File: src/hdl/dcr_queue.sv
// dcr_queue: two entry queue of closed sets between front and back
// depends on nothing

module dcr_queue #(
	parameter int WIDTH = 75
) (
	input  logic             clk,
	input  logic             arst_n,
	input  logic             push,
	input  logic [WIDTH-1:0] din,
	input  logic             pop,
	output logic [WIDTH-1:0] dout,
	output logic             empty,
	output logic             full
);

	logic [WIDTH-1:0] mem_q [2];
	logic             wr_ptr_q;
	logic             rd_ptr_q;
	logic [1:0]       cnt_q;

	assign dout  = mem_q[rd_ptr_q];
	assign empty = (cnt_q == 2'd0);
	assign full  = (cnt_q == 2'd2);

	always_ff @(posedge clk) begin
		if (push) begin
			mem_q[wr_ptr_q] <= din;
		end
	end

	always_ff @(posedge clk or negedge arst_n) begin
		if (!arst_n) begin
			wr_ptr_q <= 1'b0;
			rd_ptr_q <= 1'b0;
			cnt_q    <= 2'd0;
		end else begin
			if (push) begin
				wr_ptr_q <= !wr_ptr_q;
			end
			if (pop) begin
				rd_ptr_q <= !rd_ptr_q;
			end
			cnt_q <= cnt_q + 2'(push) - 2'(pop);
		end
	end

endmodule

File: config.mk
export PLATFORM = sky130hd
export DESIGN_NAME = dcr_queue
export DESIGN_NICKNAME = d
export VERILOG_FILES = /design/src/hdl/dcr_queue.sv
export SDC_FILE = /design/constraint.sdc
export NUM_CORES = 1
export LEC_CHECK = 0
export BUFFER_PORTS_ARGS = -buffer_cell sky130_fd_sc_hd__buf_2
export CAP_MARGIN = 20
export CORE_ASPECT_RATIO = 0.7
export CORE_MARGIN = 10
export CORE_UTILIZATION = 55
export DETAILED_ROUTE_END_ITERATION = 12
export PLACE_DENSITY = 0.83
export SYNTH_ARGS = -nofsm -noshare
export SYNTH_HDL_FRONTEND = slang
export SYNTH_SLANG_ARGS = --single-unit
File: constraint.sdc
create_clock -name clk -period 8.3 [get_ports clk]
set_input_delay 0.415 -clock clk [delete_from_list [all_inputs] [get_ports clk]]
set_output_delay 0.415 -clock clk [all_outputs]
set_load 0.02 [all_outputs]
==> run_results.csv <==
group,metric,value,unit
floorplan,start_util,56.1,%
setup_path,required,7.89,ns
setup_path,worstPathMaxFanout,67,
setup_path,regToRegSetupSlack,6.57,ns
floorplan,fp-row-count,31,
finish,diodes,0,
route,totalWireLength,11300,um
finish,final_cell_mix,"buf_2 (155), edfxtp_1 (150), mux2_4 (40), mux2_2 (35), clkbuf_16 (17)",
grt,grt_usage,14.7,%
route,via_per_inst,5.21,
pwr,p_int,0.00184,W
placed_design,portBuffers,155,
placed_design,hpwl,7480,um
job,maxCapViolations,0,
timing,worst_slack,5.48,ns
route,final_antenna_net_count,0,
clocking,cts_resized,0,
timing,setup_viol,0,
route,drt_iter0_drc,144,
floorplan,die_h,106,um
grt,antenna_found_initial,0,
setup_path,critPathLaunchType,"flop",
finish,area_delta_synth_final,25.6,%
finish,stdcell_count,562,
finish,drive_gt1_share,60.7,%
timing,period_share,34.0,%
clocking,cts_buffers,17,
timing,finalClockSkew,0.00497,ns
pwr,combinationalPowerShare,32.1,%
setup_path,criticalPathCategory,"reg -> out",
floorplan,coreArea,10300,um^2
clocking,clkLatencyLatePin,0.41,ns
grt,grt_pass1_wl,17100,um
worst_hold_path,hold_class,"in -> reg",
logic_synthesis,synth_seq_cells,154,
route,wl_per_cell,20.1,um
grt,grt_max_degree,76,
pwr,sequentialPowerShare,40.8,%
timing,maxSlewHeadroom,25.2,%
timing,max_freq,0.354,GHz
timing,grt_setup_unrepaired,"no",
grt,grt_pass1_vias,3208,
setup_path,cpMaxStageDelayCell,"buf_4",
clocking,root_buffer,"clkbuf_16",
timing,timing_max_transition_violations_final,0,
clocking,clkSinkCount,154,
clocking,htree_num_levels,4,
clocking,cts_tree,"done",
pwr,clockPowerShare,27.1,%
logic_synthesis,synth_nets,329,
setup_path,critPathCaptureType,"primary output",
route,vias,2926,
logic_synthesis,synth_cell_type_count,14,
finish,layout_commonest_cell,"buf_2",
finish,multi_input_area,1090,um^2
timing,worstMarginPinSlew,1.12,ns
placed_design,placedCellCount,529,
logic_synthesis,synth.avg_cell_area,23.2,um^2
setup_path,max_stage_delay,0.85,ns
logic_synthesis,ys_seq_area_share,79.9,%
finish,nets,498,
logic_synthesis,syn-cell-area,5760,um^2
pwr,power.total,0.00267,W
timing,hold_violations,0,
pwr,power.density,369,nW/um^2
setup_path,cp.arrival,2.41,ns
timing,period_minus_slack,2.82,ns
grt,grt_overflow,0,
finish,fillers,670,
pwr,peakVddDrop,0.000266,V
floorplan,io_pins,156,
setup_path,path_cells,"buf_4 -> mux2_2 -> buf_2",
clocking,clk_pin_slew,0.06,ns
logic_synthesis,synth_warnings,0,
logic_synthesis,syn_inst,248,
route,firstDrtPassIters,4,
pwr,switching_share,31.1,%
pwr,leakage,2.88,nW
finish,regArea,4610,um^2
route,drc,0,
placed_design,pre_cts_slack,5.91,ns
timing,setup_tns,0,ns
floorplan,dieWidth,142,um
placed_design,gp_congestion,0.751,
clocking,clockBufferDepth,2,
pwr,switchingPower,0.000830,W
floorplan,die_area,15000,um^2
run_status,outcome,"finished clean",
cells in the mapped netlist, drive strengths merged:
master	number	area (um^2)
ha	2	25.0
and2	1	6.26
nor2	1	3.75
xor2	2	17.5
edfxtp	150	4500
inv	2	7.51
nor2b	2	12.5
mux2	75	995
xor3	1	23.8
buf	8	67.6
dfrtp	4	100
metrics by stage:
step / hold slack (ns) / util (%) / area [um^2]
after floorplan: 0.119 / - / 5760
after detailed placement: 0.239 / 64.8 / 6670
after global placement: 0.232 / 64.8 / 6670
after global routing: 0.177 / 70.4 / 7240
after CTS: 0.177 / 70.4 / 7240
final: 0.191 / 70.4 / 7240
area by class of cell:
class | count | share of cell area [%]
inverters | 2 | 0.104
well taps | 132 | 2.28
clock buffers | 20 | 6.03
multi-input cells | 84 | 15.1
clock inverters | 12 | 1.75
repair buffers | 158 | 11.1
flip-flops and latches | 154 | 63.7
critical path: cells and delay by family (launching register included):
family / cells / cell delay, ns
buffers and inverters: 2 / 1.01
multiplexers: 1 / 0.42
flip-flops: 1 / 0.50
worst paths after layout:
| kind | start | end | cells past startpoint |
|---|---|---|---|
| min in group asynchronous | arst_n | cnt_q[1] | 2 |
| hold reg to reg | wr_ptr_q | wr_ptr_q | 1 |
| hold / removal | din[52] | mem_q[0][52] | 1 |
| setup / recovery | rd_ptr_q | dout[3] | 3 |
| max in group asynchronous | arst_n | rd_ptr_q | 2 |
| setup reg to reg | wr_ptr_q | mem_q[0][49] | 2 |
power groups by stage:
stage	sequential, W	clock [W]	combinational (W)
2_1_floorplan	0.00109	0	0.000639
4_1_cts	0.00109	0.000740	0.000873
5_1_grt	0.00110	0.000775	0.000909
3_3_place_gp	0.00109	0	0.000860
3_5_place_dp	0.00111	0	0.000867
6_report	0.00109	0.000726	0.000858
cell families (layout without fill, tap and decap cells):
family                   count (synthesis)  after routing  share of synthesized area (%)
XOR/XNOR                                 3              3                          0.716
adder cells (fa/ha/maj)                  2              2                          0.434
buffers and inverters                   10            192                           1.30
flip-flops                             154            154                           79.9
multiplexers                            75             75                           17.3
AND/OR/NAND/NOR                          4              4                          0.391
flip-flops by register name, summed over array words and instances, names as in the netlist:
register and flops:
rd_ptr_q 1, mem_q 150, wr_ptr_q 1, cnt_q 2
routing by layer:
| metal | global-route usage, % | share of wire [%] |
|---|---|---|
| met1 | 17.9 | 42 |
| met2 | 23.1 | 48 |
| met3 | 6.41 | 9.1 |
| met4 | 5.19 | 1.0 |
| met5 | 0 | 0 |
what timing repair did:
item	in CTS	in global routing
hold buffers	1	0
endpoints found under the hold margin	4	0
buffers inserted	0	0
Power figures use the tool's default switching activity.
