`config.mk`:
```
export PLATFORM = sky130hd
export DESIGN_NAME = dcr_front
export DESIGN_NICKNAME = d
export VERILOG_FILES = /design/src/hdl/dcr_pkg.sv /design/src/hdl/dcr_front.sv
export SDC_FILE = /design/constraint.sdc
export NUM_CORES = 1
export LEC_CHECK = 0
export CAP_MARGIN = 20
export CORE_AREA = 2 2 112 114
export CTS_CLUSTER_DIAMETER = 50
export DETAILED_ROUTE_END_ITERATION = 10
export DIE_AREA = 0 0 114 116
export DONT_BUFFER_PORTS = 1
export PLACE_DENSITY = 0.32
export SYNTH_ARGS = -nofsm -noshare
export SYNTH_HDL_FRONTEND = slang
export SYNTH_SLANG_ARGS = --single-unit
```
`constraint.sdc`:
```
create_clock -name clk -period 2.5 [get_ports clk]
set_input_delay 0.375 -clock clk [delete_from_list [all_inputs] [get_ports clk]]
set_output_delay 0.375 -clock clk [all_outputs]
set_load 0.01 [all_outputs]
```
`src/hdl/dcr_pkg.sv`:
```
// dcr_pkg: shared types, constants and helpers of the domain centre and radius block
// depends on nothing

package dcr_pkg;

	localparam int MAX_PARTICLES_DEF = 1024;
	localparam int COORD_W = 32;
	localparam int CFG_IDX_W = 4;
	localparam int DVSR_W = 34;
	localparam int MOD_STEPS = 34;

	localparam logic [CFG_IDX_W-1:0] REG_BOX_WIDTH = 4'd0;
	localparam logic [CFG_IDX_W-1:0] REG_BOX_HEIGHT = 4'd1;

	localparam logic [COORD_W-1:0] BOX_RESET = 32'd655360;

	typedef struct packed {
		logic [COORD_W-1:0] pos_x;
		logic [COORD_W-1:0] pos_y;
		logic               has_particle;
		logic               end_of_set;
	} in_item_t;

	typedef struct packed {
		logic [COORD_W-1:0] center_x;
		logic [COORD_W-1:0] center_y;
		logic [COORD_W-1:0] radius;
		logic               set_empty;
	} out_item_t;

	// a zero register means a box of length 2^32
	function automatic logic [COORD_W:0] box_len(input logic [COORD_W-1:0] r);
		box_len = {(r == '0), r};
	endfunction

endpackage

```
`src/hdl/dcr_front.sv`:
```
// dcr_front: accepts items, writes particles to the store and closes sets
// depends on dcr_pkg

module dcr_front #(
	parameter int MAX_PARTICLES = dcr_pkg::MAX_PARTICLES_DEF,
	parameter int CW = $clog2(MAX_PARTICLES + 1),
	parameter int AW = (MAX_PARTICLES > 1 ? $clog2(MAX_PARTICLES) : 1)
) (
	input  logic                     clk,
	input  logic                     arst_n,
	input  logic                     in_valid,
	output logic                     in_ready,
	input  dcr_pkg::in_item_t        in_item,
	input  logic [31:0]              box_w,
	input  logic [31:0]              box_h,
	input  logic                     store_busy,
	input  logic                     q_full,
	output logic                     we,
	output logic [AW-1:0]            waddr,
	output logic [63:0]              wdata,
	output logic                     push,
	output logic [CW+63:0]           push_data
);

	logic [CW-1:0] cnt_q;
	logic [CW-1:0] cnt_next;
	logic          acc;

	assign in_ready  = !store_busy && !q_full;
	assign acc       = in_valid && in_ready;
	assign we        = acc && in_item.has_particle && (cnt_q < CW'(MAX_PARTICLES));
	assign waddr     = cnt_q[AW-1:0];
	assign wdata     = {in_item.pos_x, in_item.pos_y};
	assign cnt_next  = cnt_q + CW'(we);
	assign push      = acc && in_item.end_of_set;
	assign push_data = {cnt_next, box_w, box_h};

	always_ff @(posedge clk or negedge arst_n) begin
		if (!arst_n) begin
			cnt_q <= '0;
		end else if (acc) begin
			cnt_q <= in_item.end_of_set ? '0 : cnt_next;
		end
	end

endmodule

```
==> results.ini <==
[worst_setup_path]
crit_chain=or3b_4 -> nor3b_4 -> ha_2 -> ha_1 -> nand2_1 -> nor2_1 -> xnor2_1
crit_family=simple AND/OR/NAND/NOR gates
endpoint_kind=output port
cp_max_fo=4
worstPathRequired_ps=2120
cpMaxStageDelayCell=or3b_4
criticalPathCategory=primary input to output port
worstSetupStartpointType=primary input
critPathMaxStageDelay_ps=390
critPathArrivalTime_ps=1990
path_buf_inv=0

[layout]
drive_gt1_frac=0.202
multiInputGateArea_um2=445
largest_reg_flops=11
regMostFlops=cnt_q
seq_area_um2=275
fillers=1383
finalNetCount=228
top_regs=cnt_q (11)
mostFrequentLayoutCells=12 x nand2_1, 11 x dfrtp_1, 8 x o21ai_0
n_antenna_cell=0
area_growth_pct=-39.6
layout_commonest_cell=nand2_1
final_area_um2=1060

[synthesis]
synth_top_family_by_area=buffers and inverters
postSynth.asyncResetShare=1.00
ys_ff_latch=11
synth_enable_flop_cells=0
synthXorXnorAreaFrac=0.0450
synth_area_um2=1750
synth-simple-area-share=0.0922
synth_fa_ha_area_frac=0.0214
syn_area_per_cell_um2=7.96
synth_cell_types=28
synth_nets=358
seq_area_frac_synth=0.157
synth_compound_area_frac=0.0729
synthMuxAreaShare=0
synthFlopType=dfrtp_1
netlist_instances=220
synth_warnings=0

[routing]
viasPerCell=3.42
routed_wirelength_mm=5.61
ant_nets=0
drtIter0Drc=48
num_vias=806
drc=0
firstDrtPassIters=4
wl_per_cell_um=23.8

[clock_tree]
numCtsBuffers=3
h-tree-depth=1
cts.path.max_buffers=2
root_buffer=clkbuf_16
clock_sinks=11
cts_tree=done
clkTransAtPathRegs_ps=50
clk_latency_ps=240
cts_setup_buffers=0

[timing]
grt_setup_unrepaired=no
slew_headroom=0.632
clock_skew_ps=5.01
finalMaxSlewViolations=0
hold_violations=0
setup_ws_ps=138
timing.setup.tns_ps=0
finalSetupViolations=0
fin_crit_ps=2360
hold_ws_ps=267
tightest_slew_ps=550
fin_crit_sh=0.945
fmax_mhz=423

[pwr]
p_leak_nw=0.405
power_mw=0.509
p_per_area_nw_per_um2=481
ir_drop_mv=0.191

[placement]
port_buffers=0
pre_cts_slack_ps=97.4
routabilityCongestion=0.651
hpwl_mm=4.88
postPlaceCellArea_um2=967

[global_route]
grt_pass1_wl_mm=7.05
track_usage=0.0774
grt_overflow_total=0
antenna_found_initial=0
grt_max_degree=17
grt_pass1_vias=807

[floorplanning]
start_util=0.147
dieArea_um2=13200
fp-row-count=40
core_area_um2=11900
io_pins=287
die_h_um=116
die_w_um=114

[min_path]
holdCritPathClass=primary input to flop

[flow_run]
maxCapViolations=0

[run_status]
outcome=finished clean

[stage by stage]
step | utilization | instances
4_1_cts | 0.0887 | 236
2_1_floorplan | - | 220
6_report | 0.0888 | 236
5_1_grt | 0.0888 | 236
3_3_place_gp | 0.0812 | 231
3_5_place_dp | 0.0812 | 231
[power by group]
| group | internal (mW) | total, mW | switching (mW) |
|---|---|---|---|
| Clock | 0.214 | 0.296 | 0.0811 |
| Combinational | 0.00977 | 0.0273 | 0.0176 |
| Sequential | 0.181 | 0.186 | 0.00485 |
[per-layer routing]
layer,vias to the layer above,GRT usage,share of wire
li1,312,-,-
met1,344,0.0467,0.21
met2,128,0.132,0.50
met3,22,0.0957,0.25
met4,0,0.0341,0.043
met5,-,0,0
[cell type report]
class                      instances  area share
multi-input combinational         63       0.421
clock buffer                       4      0.0746
inverter                           3      0.0107
tap                              147       0.174
sequential                        11       0.260
timing repair buffer               8      0.0592
[cells in the mapped netlist, drive strengths merged, types with 2 or more instances]
library cell | n | share of area
a21oi | 3 | 0.0086
ha | 3 | 0.021
buf | 139 | 0.60
dfrtp | 11 | 0.16
clkbuf | 4 | 0.0086
inv | 3 | 0.0064
nand4 | 2 | 0.0071
o31ai | 4 | 0.017
nor2 | 4 | 0.0086
nand3 | 4 | 0.011
o21ai | 8 | 0.023
nand2 | 12 | 0.026
xnor2 | 8 | 0.040
[worst reg2reg max path, stage by stage, from the launching register on]
cell	delay [ps]
dfrtp_1	430
nor3b_4	210
ha_2	230
ha_1	240
nand2_1	100
or4_1	510
o311ai_1	80
[path summary, 6_finish.rpt]
kind | to | from | slack [ps] | depth (start not counted)
setup / recovery | push_data[74] | q_full | 140 | 7
hold / removal | cnt_q[10]$_DFFE_PN0N_ | in_item[0] | 270 | 1
setup reg to reg | cnt_q[10]$_DFFE_PN0N_ | cnt_q[10]$_DFFE_PN0N_ | 580 | 6
hold reg to reg | cnt_q[0]$_DFFE_PN0N_ | cnt_q[0]$_DFFE_PN0N_ | 610 | 2
max in group asynchronous | cnt_q[8]$_DFFE_PN0N_ | arst_n | 1570 | 1
min in group asynchronous | cnt_q[1]$_DFFE_PN0N_ | arst_n | 560 | 1
[logic make-up after synthesis]
kind of cell,after synthesis
AO/OA/AOI/OAI,20
XOR/XNOR,9
adder cells (fa/ha/maj),3
buffers and inverters,146
flip-flops,11
AND/OR/NAND/NOR,31
[timing repair]
action                                  CTS  global route
endpoints found under the setup margin    0             1
hold buffers                              1             0
gates resized for setup                   0             1
endpoints found under the hold margin    11             0
Power figures use the tool's default switching activity.
